File: src/hw/rtl/rcvp_pkg.sv
// Package: constants, types and the serial type classifier for the record parser
package rcvp_pkg;
	localparam int MaxColumns = 32;
	localparam int ColW = $clog2(MaxColumns);
	localparam int CntW = $clog2(MaxColumns + 1);

	localparam logic [1:0] KIND_COL  = 2'd0;
	localparam logic [1:0] KIND_TEXT = 2'd1;
	localparam logic [1:0] KIND_FIN  = 2'd2;

	localparam logic [2:0] CLS_NULL = 3'd0;
	localparam logic [2:0] CLS_INT  = 3'd1;
	localparam logic [2:0] CLS_FLT  = 3'd2;
	localparam logic [2:0] CLS_ZERO = 3'd3;
	localparam logic [2:0] CLS_ONE  = 3'd4;
	localparam logic [2:0] CLS_RSV  = 3'd5;
	localparam logic [2:0] CLS_BLOB = 3'd6;
	localparam logic [2:0] CLS_TEXT = 3'd7;

	typedef struct packed {
		logic [7:0] cell_byte;
		logic       cell_first;
	} in_item_t;

	typedef struct packed {
		logic [1:0]  item_kind;
		logic [4:0]  column_index;
		logic [2:0]  type_class;
		logic [15:0] data_size;
		logic [63:0] raw_value;
		logic [7:0]  text_value_byte;
		logic [63:0] row_identifier;
		logic        truncated;
		logic        last;
	} out_item_t;

	typedef struct packed {
		logic [2:0]  cls;
		logic [15:0] size;
	} col_info_t;

	function automatic col_info_t classify(input logic [31:0] st);
		col_info_t r;
		logic [30:0] s;
		s = 31'(st >> 1) - 31'd6;
		r.size = 16'd0;
		if (st == 32'd0) r.cls = CLS_NULL;
		else if (st <= 32'd6) begin
			r.cls = CLS_INT;
			case (st[2:0])
				3'd5: r.size = 16'd6;
				3'd6: r.size = 16'd8;
				default: r.size = {13'd0, st[2:0]};
			endcase
		end else if (st == 32'd7) begin
			r.cls = CLS_FLT;
			r.size = 16'd8;
		end else if (st == 32'd8) r.cls = CLS_ZERO;
		else if (st == 32'd9) r.cls = CLS_ONE;
		else if (st < 32'd12) r.cls = CLS_RSV;
		else begin
			r.cls = st[0] ? CLS_TEXT : CLS_BLOB;
			r.size = (s > 31'h0000FFFF) ? 16'hFFFF : s[15:0];
		end
		return r;
	endfunction
endpackage

File: src/hw/rtl/rcvp_if.sv
// Valid/ready channel interfaces for input and result items
interface rcvp_in_if;
	logic valid;
	logic ready;
	logic [7:0] cell_byte;
	logic cell_first;
	modport source (output valid, cell_byte, cell_first, input ready);
	modport sink (input valid, cell_byte, cell_first, output ready);
endinterface

interface rcvp_out_if;
	logic valid;
	logic ready;
	logic [1:0] item_kind;
	logic [4:0] column_index;
	logic [2:0] type_class;
	logic [15:0] data_size;
	logic [63:0] raw_value;
	logic [7:0] text_value_byte;
	logic [63:0] row_identifier;
	logic truncated;
	logic last;
	modport source (output valid, item_kind, column_index, type_class, data_size,
		raw_value, text_value_byte, row_identifier, truncated, last, input ready);
	modport sink (input valid, item_kind, column_index, type_class, data_size,
		raw_value, text_value_byte, row_identifier, truncated, last, output ready);
endinterface

File: src/hw/rtl/rcvp_store.sv
// Serial type memory: one write port, one registered read port
module rcvp_store (
	input  logic                     clk,
	input  logic                     we,
	input  logic [rcvp_pkg::ColW-1:0] waddr,
	input  logic [31:0]              wdata,
	input  logic [rcvp_pkg::ColW-1:0] raddr,
	output logic [31:0]              rdata
);
	logic [31:0] mem [rcvp_pkg::MaxColumns];

	always_ff @(posedge clk) begin
		if (we) mem[waddr] <= wdata;
	end

	always_ff @(posedge clk) begin
		rdata <= mem[raddr];
	end
endmodule

File: src/hw/rtl/rcvp_ctrl.sv
// Parse sequencer: varint decode, header capture and data-area walk
module rcvp_ctrl (
	input  logic                     clk,
	input  logic                     arst_n,
	input  logic                     in_valid,
	output logic                     in_ready,
	input  rcvp_pkg::in_item_t       in_item,
	output logic                     res_valid,
	input  logic                     res_ready,
	output rcvp_pkg::out_item_t      res_item,
	output logic                     st_we,
	output logic [rcvp_pkg::ColW-1:0] st_waddr,
	output logic [31:0]              st_wdata,
	output logic [rcvp_pkg::ColW-1:0] st_raddr,
	input  logic [31:0]              st_rdata
);
	localparam logic [3:0] PH_IDLE = 4'd0;
	localparam logic [3:0] PH_PAY  = 4'd1;
	localparam logic [3:0] PH_ROW  = 4'd2;
	localparam logic [3:0] PH_HDR  = 4'd3;
	localparam logic [3:0] PH_SER  = 4'd4;
	localparam logic [3:0] PH_DATA = 4'd5;
	localparam logic [3:0] PH_DONE = 4'd6;
	localparam logic [3:0] PH_ENT  = 4'd7; // memory read issued for current column
	localparam logic [3:0] PH_ENT2 = 4'd8; // read data valid
	localparam logic [3:0] PH_FIN  = 4'd9; // emit finish item

	logic [3:0] ph_q;
	logic [63:0] vacc_q;
	logic [3:0] vcnt_q;
	logic [31:0] plen_q, hleft_q, seen_q;
	logic [63:0] rid_q, val_q;
	logic [rcvp_pkg::CntW-1:0] ccnt_q, cur_q;
	logic [15:0] cleft_q;
	logic trunc_q;
	rcvp_pkg::col_info_t ci_q;
	rcvp_pkg::out_item_t ob_q;
	logic ob_v_q;

	logic [7:0] b;
	logic take, vdone;
	logic [63:0] vnext;
	logic [3:0] vcnt_n;
	logic [31:0] vsat;
	rcvp_pkg::col_info_t ci_n;
	logic ob_free;

	assign ob_free = !ob_v_q || res_ready;
	assign res_valid = ob_v_q;
	assign res_item = ob_q;
	assign b = in_item.cell_byte;
	assign ci_n = rcvp_pkg::classify(st_rdata);

	// input accepted only in byte-consuming phases, with the result slot free
	assign in_ready = ob_free && (ph_q == PH_IDLE || ph_q == PH_PAY || ph_q == PH_ROW ||
		ph_q == PH_HDR || ph_q == PH_SER || ph_q == PH_DATA || ph_q == PH_DONE);
	assign take = in_valid && in_ready;

	always_comb begin
		if (vcnt_q >= 4'd8) begin
			vnext = {vacc_q[55:0], b};
			vcnt_n = 4'd9;
			vdone = 1'b1;
		end else begin
			vnext = {vacc_q[56:0], b[6:0]};
			vcnt_n = vcnt_q + 4'd1;
			vdone = !b[7];
		end
		vsat = (vnext[63:32] != 32'd0) ? 32'hFFFFFFFF : vnext[31:0];
	end

	assign st_raddr = cur_q[rcvp_pkg::ColW-1:0];
	assign st_waddr = ccnt_q[rcvp_pkg::ColW-1:0];
	assign st_wdata = vsat;
	assign st_we = take && !in_item.cell_first && ph_q == PH_SER && seen_q < plen_q &&
		vdone && ccnt_q < rcvp_pkg::CntW'(rcvp_pkg::MaxColumns);

	function automatic rcvp_pkg::out_item_t mk(input logic [1:0] k,
		input logic [rcvp_pkg::CntW-1:0] c, input logic [2:0] cl, input logic [15:0] sz,
		input logic [63:0] rv, input logic [7:0] tb, input logic [63:0] ri,
		input logic tr, input logic l);
		rcvp_pkg::out_item_t o;
		o.item_kind = k;
		o.column_index = 5'(c);
		o.type_class = cl;
		o.data_size = sz;
		o.raw_value = rv;
		o.text_value_byte = tb;
		o.row_identifier = ri;
		o.truncated = tr;
		o.last = l;
		return o;
	endfunction

	always_ff @(posedge clk or negedge arst_n) begin
		if (!arst_n) begin
			ph_q <= PH_IDLE;
			vacc_q <= '0;
			vcnt_q <= '0;
			plen_q <= '0;
			hleft_q <= '0;
			seen_q <= '0;
			rid_q <= '0;
			val_q <= '0;
			ccnt_q <= '0;
			cur_q <= '0;
			cleft_q <= '0;
			trunc_q <= 1'b0;
			ob_v_q <= 1'b0;
			ci_q <= '0;
			ob_q <= '0;
		end else begin
			if (res_ready) ob_v_q <= 1'b0;
			if (take) begin : step
				logic [3:0] ph;
				logic [31:0] pl, sn, hl;
				logic tr;
				logic [63:0] va;
				logic [3:0] vc;
				logic [rcvp_pkg::CntW-1:0] cc;
				ph = ph_q; pl = plen_q; sn = seen_q; tr = trunc_q; va = vacc_q; vc = vcnt_q;
				cc = ccnt_q; hl = hleft_q;
				if (in_item.cell_first) begin
					ph = PH_PAY; pl = '0; sn = '0; tr = 1'b0; va = '0; vc = '0; cc = '0;
					hl = '0;
					rid_q <= '0;
					cur_q <= '0;
					cleft_q <= '0;
					val_q <= '0;
				end
				vacc_q <= va; vcnt_q <= vc; ph_q <= ph; plen_q <= pl; seen_q <= sn;
				trunc_q <= tr; ccnt_q <= cc; hleft_q <= hl;
				// varint computed from registered acc; on cell_first acc is cleared
				case (ph)
					PH_PAY: begin
						if (in_item.cell_first ? !b[7] : vdone) begin
							plen_q <= in_item.cell_first ? {24'd0, b} & 32'h7F : vsat;
							vacc_q <= '0; vcnt_q <= '0; ph_q <= PH_ROW;
						end else if (in_item.cell_first) begin
							vacc_q <= {57'd0, b[6:0]}; vcnt_q <= 4'd1;
						end else begin
							vacc_q <= vnext; vcnt_q <= vcnt_n;
						end
					end
					PH_ROW: begin
						if (vdone) begin
							rid_q <= vnext; vacc_q <= '0; vcnt_q <= '0; ph_q <= PH_HDR;
						end else begin
							vacc_q <= vnext; vcnt_q <= vcnt_n;
						end
					end
					PH_HDR, PH_SER, PH_DATA: begin
						if (sn >= pl) begin
							trunc_q <= 1'b1;
							ob_q <= mk(rcvp_pkg::KIND_FIN, '0, '0, '0, '0, '0, rid_q, 1'b1,
								1'b1);
							ob_v_q <= 1'b1;
							ph_q <= PH_DONE;
						end else begin
							seen_q <= sn + 32'd1;
							if (ph == PH_HDR) begin
								if (vdone) begin
									vacc_q <= '0; vcnt_q <= '0;
									if (vsat > {28'd0, vcnt_n}) begin
										hleft_q <= vsat - {28'd0, vcnt_n};
										ph_q <= PH_SER;
									end else begin
										cur_q <= '0; ph_q <= PH_ENT;
									end
								end else begin
									vacc_q <= vnext; vcnt_q <= vcnt_n;
								end
							end else if (ph == PH_SER) begin
								hleft_q <= hl - 32'd1;
								if (vdone) begin
									vacc_q <= '0; vcnt_q <= '0;
									if (cc < rcvp_pkg::CntW'(rcvp_pkg::MaxColumns))
										ccnt_q <= cc + 1'b1;
									else trunc_q <= 1'b1;
								end else begin
									vacc_q <= vnext; vcnt_q <= vcnt_n;
								end
								if (hl == 32'd1) begin
									vacc_q <= '0; vcnt_q <= '0;
									cur_q <= '0; ph_q <= PH_ENT;
								end
							end else begin : dat
								logic [15:0] cl;
								logic [63:0] v;
								cl = (cleft_q > 16'd0) ? cleft_q - 16'd1 : 16'd0;
								v = {val_q[55:0], b};
								cleft_q <= cl;
								if (ci_q.cls == rcvp_pkg::CLS_TEXT) begin
									ob_q <= mk(rcvp_pkg::KIND_TEXT, cur_q, rcvp_pkg::CLS_TEXT,
										ci_q.size, '0, b, '0, tr, 1'b0);
									ob_v_q <= 1'b1;
								end else if (ci_q.cls == rcvp_pkg::CLS_INT ||
									ci_q.cls == rcvp_pkg::CLS_FLT) begin
									val_q <= v;
								end
								if (cl == 16'd0) begin
									if (ci_q.cls == rcvp_pkg::CLS_INT ||
										ci_q.cls == rcvp_pkg::CLS_FLT) begin
										ob_q <= mk(rcvp_pkg::KIND_COL, cur_q, ci_q.cls,
											ci_q.size, v, '0, '0, tr, 1'b0);
										ob_v_q <= 1'b1;
									end
									cur_q <= cur_q + 1'b1;
									ph_q <= PH_ENT;
								end
							end
						end
					end
					default: ;
				endcase
			end else if (ob_free) begin
				case (ph_q)
					PH_ENT: begin
						if (cur_q >= ccnt_q) ph_q <= PH_FIN;
						else ph_q <= PH_ENT2;
					end
					PH_ENT2: begin
						ci_q <= ci_n;
						if (ci_n.size == 16'd0) begin
							ob_q <= mk(rcvp_pkg::KIND_COL, cur_q, ci_n.cls, '0, '0, '0, '0,
								trunc_q, 1'b0);
							ob_v_q <= 1'b1;
							cur_q <= cur_q + 1'b1;
							ph_q <= PH_ENT;
						end else begin
							cleft_q <= ci_n.size;
							val_q <= '0;
							if (ci_n.cls == rcvp_pkg::CLS_BLOB || ci_n.cls == rcvp_pkg::CLS_TEXT)
							begin
								ob_q <= mk(rcvp_pkg::KIND_COL, cur_q, ci_n.cls, ci_n.size, '0,
									'0, '0, trunc_q, 1'b0);
								ob_v_q <= 1'b1;
							end
							ph_q <= PH_DATA;
						end
					end
					PH_FIN: begin
						ob_q <= mk(rcvp_pkg::KIND_FIN, '0, '0, '0, '0, '0, rid_q, trunc_q, 1'b1);
						ob_v_q <= 1'b1;
						ph_q <= PH_DONE;
					end
					default: ;
				endcase
			end
		end
	end
endmodule

File: src/hw/rtl/record_cell_varint_parser.sv
// Latency: a byte's result item is registered and shown the cycle after the byte is taken.
// Throughput: one byte per cycle unless the result slot is full or the walk runs; on
// reaching each column the walk passes a serial type memory read state, then a classify
// state, and the finish item its own state; blob bytes give no item.
// Reset: arst_n clears the sequencer to idle; bytes before a first-byte mark are dropped.
module record_cell_varint_parser (
	input logic clk,
	input logic arst_n,
	rcvp_in_if.sink in_ch,
	rcvp_out_if.source out_ch
);
	rcvp_pkg::in_item_t in_item;
	rcvp_pkg::out_item_t res;
	logic we;
	logic [rcvp_pkg::ColW-1:0] wa, ra;
	logic [31:0] wd, rd;

	assign in_item.cell_byte = in_ch.cell_byte;
	assign in_item.cell_first = in_ch.cell_first;

	rcvp_ctrl u_ctrl (
		.clk(clk), .arst_n(arst_n),
		.in_valid(in_ch.valid), .in_ready(in_ch.ready), .in_item(in_item),
		.res_valid(out_ch.valid), .res_ready(out_ch.ready), .res_item(res),
		.st_we(we), .st_waddr(wa), .st_wdata(wd), .st_raddr(ra), .st_rdata(rd)
	);

	rcvp_store u_store (
		.clk(clk), .we(we), .waddr(wa), .wdata(wd), .raddr(ra), .rdata(rd)
	);

	assign out_ch.item_kind = res.item_kind;
	assign out_ch.column_index = res.column_index;
	assign out_ch.type_class = res.type_class;
	assign out_ch.data_size = res.data_size;
	assign out_ch.raw_value = res.raw_value;
	assign out_ch.text_value_byte = res.text_value_byte;
	assign out_ch.row_identifier = res.row_identifier;
	assign out_ch.truncated = res.truncated;
	assign out_ch.last = res.last;
endmodule

File: src/flat_wrapper.sv
// flat-port wrapper written by rule: the top's interface ports become plain ports
module record_cell_varint_parser_flat 
  (clk, arst_n, in_ch_valid, in_ch_cell_byte, in_ch_cell_first, in_ch_ready, out_ch_valid, out_ch_item_kind, out_ch_column_index, out_ch_type_class, out_ch_data_size, out_ch_raw_value, out_ch_text_value_byte, out_ch_row_identifier, out_ch_truncated, out_ch_last, out_ch_ready);
  rcvp_in_if in_ch_i ();
  rcvp_out_if out_ch_i ();
  input logic clk;
  input logic arst_n;
  input wire logic [$bits(in_ch_i.valid)-1:0] in_ch_valid;
  input wire logic [$bits(in_ch_i.cell_byte)-1:0] in_ch_cell_byte;
  input wire logic [$bits(in_ch_i.cell_first)-1:0] in_ch_cell_first;
  output wire logic [$bits(in_ch_i.ready)-1:0] in_ch_ready;
  output wire logic [$bits(out_ch_i.valid)-1:0] out_ch_valid;
  output wire logic [$bits(out_ch_i.item_kind)-1:0] out_ch_item_kind;
  output wire logic [$bits(out_ch_i.column_index)-1:0] out_ch_column_index;
  output wire logic [$bits(out_ch_i.type_class)-1:0] out_ch_type_class;
  output wire logic [$bits(out_ch_i.data_size)-1:0] out_ch_data_size;
  output wire logic [$bits(out_ch_i.raw_value)-1:0] out_ch_raw_value;
  output wire logic [$bits(out_ch_i.text_value_byte)-1:0] out_ch_text_value_byte;
  output wire logic [$bits(out_ch_i.row_identifier)-1:0] out_ch_row_identifier;
  output wire logic [$bits(out_ch_i.truncated)-1:0] out_ch_truncated;
  output wire logic [$bits(out_ch_i.last)-1:0] out_ch_last;
  input wire logic [$bits(out_ch_i.ready)-1:0] out_ch_ready;
  assign in_ch_i.valid = in_ch_valid;
  assign in_ch_i.cell_byte = in_ch_cell_byte;
  assign in_ch_i.cell_first = in_ch_cell_first;
  assign in_ch_ready = in_ch_i.ready;
  assign out_ch_valid = out_ch_i.valid;
  assign out_ch_item_kind = out_ch_i.item_kind;
  assign out_ch_column_index = out_ch_i.column_index;
  assign out_ch_type_class = out_ch_i.type_class;
  assign out_ch_data_size = out_ch_i.data_size;
  assign out_ch_raw_value = out_ch_i.raw_value;
  assign out_ch_text_value_byte = out_ch_i.text_value_byte;
  assign out_ch_row_identifier = out_ch_i.row_identifier;
  assign out_ch_truncated = out_ch_i.truncated;
  assign out_ch_last = out_ch_i.last;
  assign out_ch_i.ready = out_ch_ready;
  record_cell_varint_parser u_core (.clk(clk), .arst_n(arst_n), .in_ch(in_ch_i), .out_ch(out_ch_i));
endmodule
File: config.mk
export PLATFORM = sky130hd
export DESIGN_NAME = record_cell_varint_parser_flat
export DESIGN_NICKNAME = d
export VERILOG_FILES = /design/src/hw/rtl/rcvp_pkg.sv /design/src/hw/rtl/rcvp_if.sv /design/src/hw/rtl/rcvp_store.sv /design/src/hw/rtl/rcvp_ctrl.sv /design/src/hw/rtl/record_cell_varint_parser.sv /design/src/flat_wrapper.sv
export SDC_FILE = /design/constraint.sdc
export NUM_CORES = 2
export LEC_CHECK = 0
export BUFFER_PORTS_ARGS = -buffer_cell sky130_fd_sc_hd__buf_2
export CORE_ASPECT_RATIO = 0.7
export CORE_MARGIN = 5
export CORE_UTILIZATION = 55
export CTS_BUF_LIST = sky130_fd_sc_hd__clkbuf_2 sky130_fd_sc_hd__clkbuf_4 sky130_fd_sc_hd__clkbuf_8
export DETAILED_ROUTE_END_ITERATION = 12
export GPL_ROUTABILITY_DRIVEN = 0
export MAX_ROUTING_LAYER = met4
export PLACE_DENSITY = 0.72
export SLEW_MARGIN = 0
export SYNTH_ARGS = -nofsm -noshare
export SYNTH_HDL_FRONTEND = slang
export SYNTH_HIERARCHICAL = 1
export SYNTH_SLANG_ARGS = --single-unit
File: constraint.sdc
create_clock -name clk -period 6.14 [get_ports clk]
set_clock_uncertainty 0.2 [all_clocks]
set_input_delay 1.535 -clock clk [delete_from_list [all_inputs] [get_ports clk]]
set_output_delay 1.535 -clock clk [all_outputs]
set_load 0.005 [all_outputs]
==> insert_results.sql <==
INSERT INTO impl_metrics (metric_group, metric, value, unit) VALUES
('run_status', 'status', 'finished with violations', ''),
('run_status', 'failing_checks', 'max-capacitance violations, max-slew violations', ''),
('logic_synthesis', 'post_synth_inst_count', '5011', ''),
('place', 'placedInstanceArea', '70400', 'sq um'),
('clock_tree', 'cts-buffers-inserted', '216', ''),
('power', 'seqPwrFrac', '42.7', '%'),
('min_path', 'hold-path-cell-count', '1', ''),
('clock_tree', 'clock_latency', '940', 'ps'),
('global_routing', 'first_global_vias', '42600', ''),
('worst_setup_path', 'cp.required', '6740', 'ps'),
('worst_setup_path', 'path_common_cell', 'o21ai_0', ''),
('global_routing', 'grt_start_max_net_pins', '143', ''),
('layout', 'most_frequent_cells_in_the_layout', 'edfxtp_1, mux2i_1, dfrtp_1', ''),
('die', 'placementRows', '107', ''),
('sta', 'finalSetupTns', '0', 'ps'),
('layout', 'finish.net_count', '5340', ''),
('die', 'core', '121000', 'sq um'),
('layout', 'design_area', '75000', 'sq um'),
('worst_setup_path', 'r2r_cells', '16', ''),
('worst_setup_path', 'crit-reg2reg-launch', 'u_core/u_ctrl/vcnt_q[3]', ''),
('die', 'die_area', '129000', 'sq um'),
('worst_setup_path', 'critPathCapture', 'u_core/u_ctrl/hleft_q[20]', ''),
('clock_tree', 'clock_path_buffers', '3', ''),
('power', 'switching_power', '0.0130', 'W'),
('clock_tree', 'cts_setup_buffers', '0', ''),
('worst_setup_path', 'critPathMaxFanout', '24', ''),
('sta', 'fmax', '0.171', 'GHz'),
('drt', 'routedWlPerCell', '26.2', 'microns'),
('worst_setup_path', 'reg2reg_slack', '300', 'ps'),
('place', 'post-dp-hpwl', '116000', 'microns'),
('power', 'largest_voltage_drop_on_the_vdd_net', '0.388', 'mV'),
('power', 'power.share.clock', '24.3', '%'),
('drt', 'postRouteAntennaNets', '0', ''),
('drt', 'avgViaCountPerCell', '6.42', ''),
('drt', 'drt_first_iter_violations', '6377', ''),
('global_routing', 'gr-total-overflow', '0', ''),
('drt', 'drt_pre_antenna_iters', '9', ''),
('sta', 'hold_viol', '0', ''),
('sta', 'slew_violations', '4', ''),
('clock_tree', 'cts-hold-fix-buffers', '0', ''),
('power', 'power.share.combinational', '33.1', '%'),
('logic_synthesis', 'synth_enable_flop_cells', '1024', ''),
('power', 'power.static_leakage', '29.1', 'nW'),
('logic_synthesis', 'synth-async-reset-ratio', '31.9', '%'),
('worst_setup_path', 'worstPathArrival', '6440', 'ps'),
('logic_synthesis', 'synth-seq-cells', '1550', ''),
('logic_synthesis', 'postSynthNetCount', '5110', ''),
('clock_tree', 'clock-root-buffer', 'clkbuf_8', ''),
('clock_tree', 'post_cts_resized', '0', ''),
('logic_synthesis', 'ys_types', '91', ''),
('sta', 'timing.final.crit_share', '95.2', '%'),
('min_path', 'holdCritStartpoint', 'u_core/u_ctrl/ci_q[3]', ''),
('sta', 'rsz0062_at_grt', 'false', ''),
('worst_setup_path', 'worstReg2RegEnd', 'u_core/u_ctrl/hleft_q[20]', ''),
('die', 'floorplan.initialDensity', '55.3', '%'),
('global_routing', 'grt_first_pass_wirelength', '275000', 'microns'),
('power', 'switching_share', '37.2', '%'),
('logic_synthesis', 'ys_warn_count', '6', ''),
('drt', 'remaining_drc_errors', '0', ''),
('worst_setup_path', 'critPathCaptureType', 'flip-flop', ''),
('worst_setup_path', 'critPathKind', 'flip-flop to flip-flop', ''),
('drt', 'routed_wirelength', '185000', 'microns'),
('layout', 'layout-drive-gt1-share', '14.8', '%'),
('worst_setup_path', 'launching_element_of_the_worst_setup_path', 'u_core/u_ctrl/vcnt_q[3]', ''),
('place', 'port_buffer_count', '178', ''),
('drt', 'routed-via-count', '45300', ''),
('logic_synthesis', 'yosys_most_used_dff', 'edfxtp_1', ''),
('run', 'number_of_max_cap_violations', '1', ''),
('global_routing', 'track_usage', '29.0', '%'),
('sta', 'fin_crit', '5840', 'ps'),
('worst_setup_path', 'timing.critical_path.from_type', 'flip-flop', '');
==> synth_stat cells (100+ instances only) <==
master,n,share of area [%]
mux2i_1,565,8.4
nand2_1,416,2.3
a21oi_1,209,1.6
a22oi_1,136,1.5
edfxtp_1,1024,46
nand3_1,143,1.1
nor2_1,161,0.90
o21ai_0,207,1.5
clkbuf_1,200,1.1
nor3_1,100,0.75
a22o_1,333,4.3
dfrtp_1,494,18
==> how the worst min path moves through the flow <==
stage                              endpoint  slack [ps]
finish                u_core/u_ctrl/ci_q[3]         280
global route        u_core/u_ctrl/rid_q[56]         300
CTS                   u_core/u_ctrl/ci_q[0]         280
detailed placement    u_core/u_ctrl/ci_q[0]         270
global placement      u_core/u_ctrl/ci_q[0]         260
floorplan            u_core/u_ctrl/ci_q[15]         250
==> area by class of cell <==
class                      count  area, sq um
inverter                      68          255
fill                        9153        46400
clock inverter                89          801
multi-input combinational   3064        21900
tap                         1635         2050
clock buffer                 307         3790
sequential                  1550        43800
antenna                        5         12.5
timing repair buffer         341         2500
==> logic make-up (layout without fill, tap and decap cells) <==
| kind of cell | Yosys count | in the layout | synth area share (%) |
|---|---|---|---|
| flip-flops | 1550 | 1550 | 65.2 |
| AO/OA/AOI/OAI | 1228 | 1228 | 13.0 |
| XOR/XNOR | 77 | 77 | 1.00 |
| AND/OR/NAND/NOR | 1105 | 1105 | 7.93 |
| adder cells (fa/ha/maj) | 86 | 86 | 1.61 |
| other | 0 | 5 | 0 |
| multiplexers | 568 | 568 | 8.48 |
| buffers and inverters | 397 | 805 | 2.79 |
==> sequential cells by signal (all words and copies together) (netlist names), 16 cells and up <==
register	count
u_core/u_ctrl/res_item	164
u_core/u_ctrl/seen_q	32
u_core/u_ctrl/val_q	56
u_core/u_ctrl/rid_q	64
u_core/u_store/mem	1024
u_core/u_ctrl/hleft_q	32
u_core/u_ctrl/ci_q	19
u_core/u_store/rdata	32
u_core/u_ctrl/plen_q	32
u_core/u_ctrl/cleft_q	16
u_core/u_ctrl/vacc_q	57
==> metrics by stage <==
stage	utilization [%]	worst slack (ps)	cells	hold slack [ps]
floorplan	-	8.71	5011	246
global placement	58.0	530	6658	260
detailed placement	58.0	485	6658	266
CTS	61.8	724	7054	281
global route	61.8	152	7056	301
finish	61.8	298	7059	280
==> worst max-delay path, delay by kind of cell (launching register included) <==
kind / cells / cell delay (ps)
simple gates: 6 / 2400
compound gates: 7 / 1870
flops: 1 / 650
fa+ha+maj: 2 / 450
buf+inv: 1 / 120
==> metal layers <==
layer	share of wire, %	vias up	global-route usage (%)
li1	-	19700	-
met1	44	22800	44.8
met2	41	2536	37.4
met3	13	291	8.63
met4	2.1	0	7.34
met5	0	-	-
==> power groups by stage <==
stage / combinational, W / sequential, W / clock [W]
detailed placement: 0.0112 / 0.0150 / 0
CTS: 0.0113 / 0.0148 / 0.00860
global placement: 0.0110 / 0.0150 / 0
floorplan: 0.00761 / 0.0144 / 0
finish: 0.0116 / 0.0149 / 0.00848
global route: 0.0123 / 0.0150 / 0.00911
No activity file was read; power rests on OpenSTA's default activity.
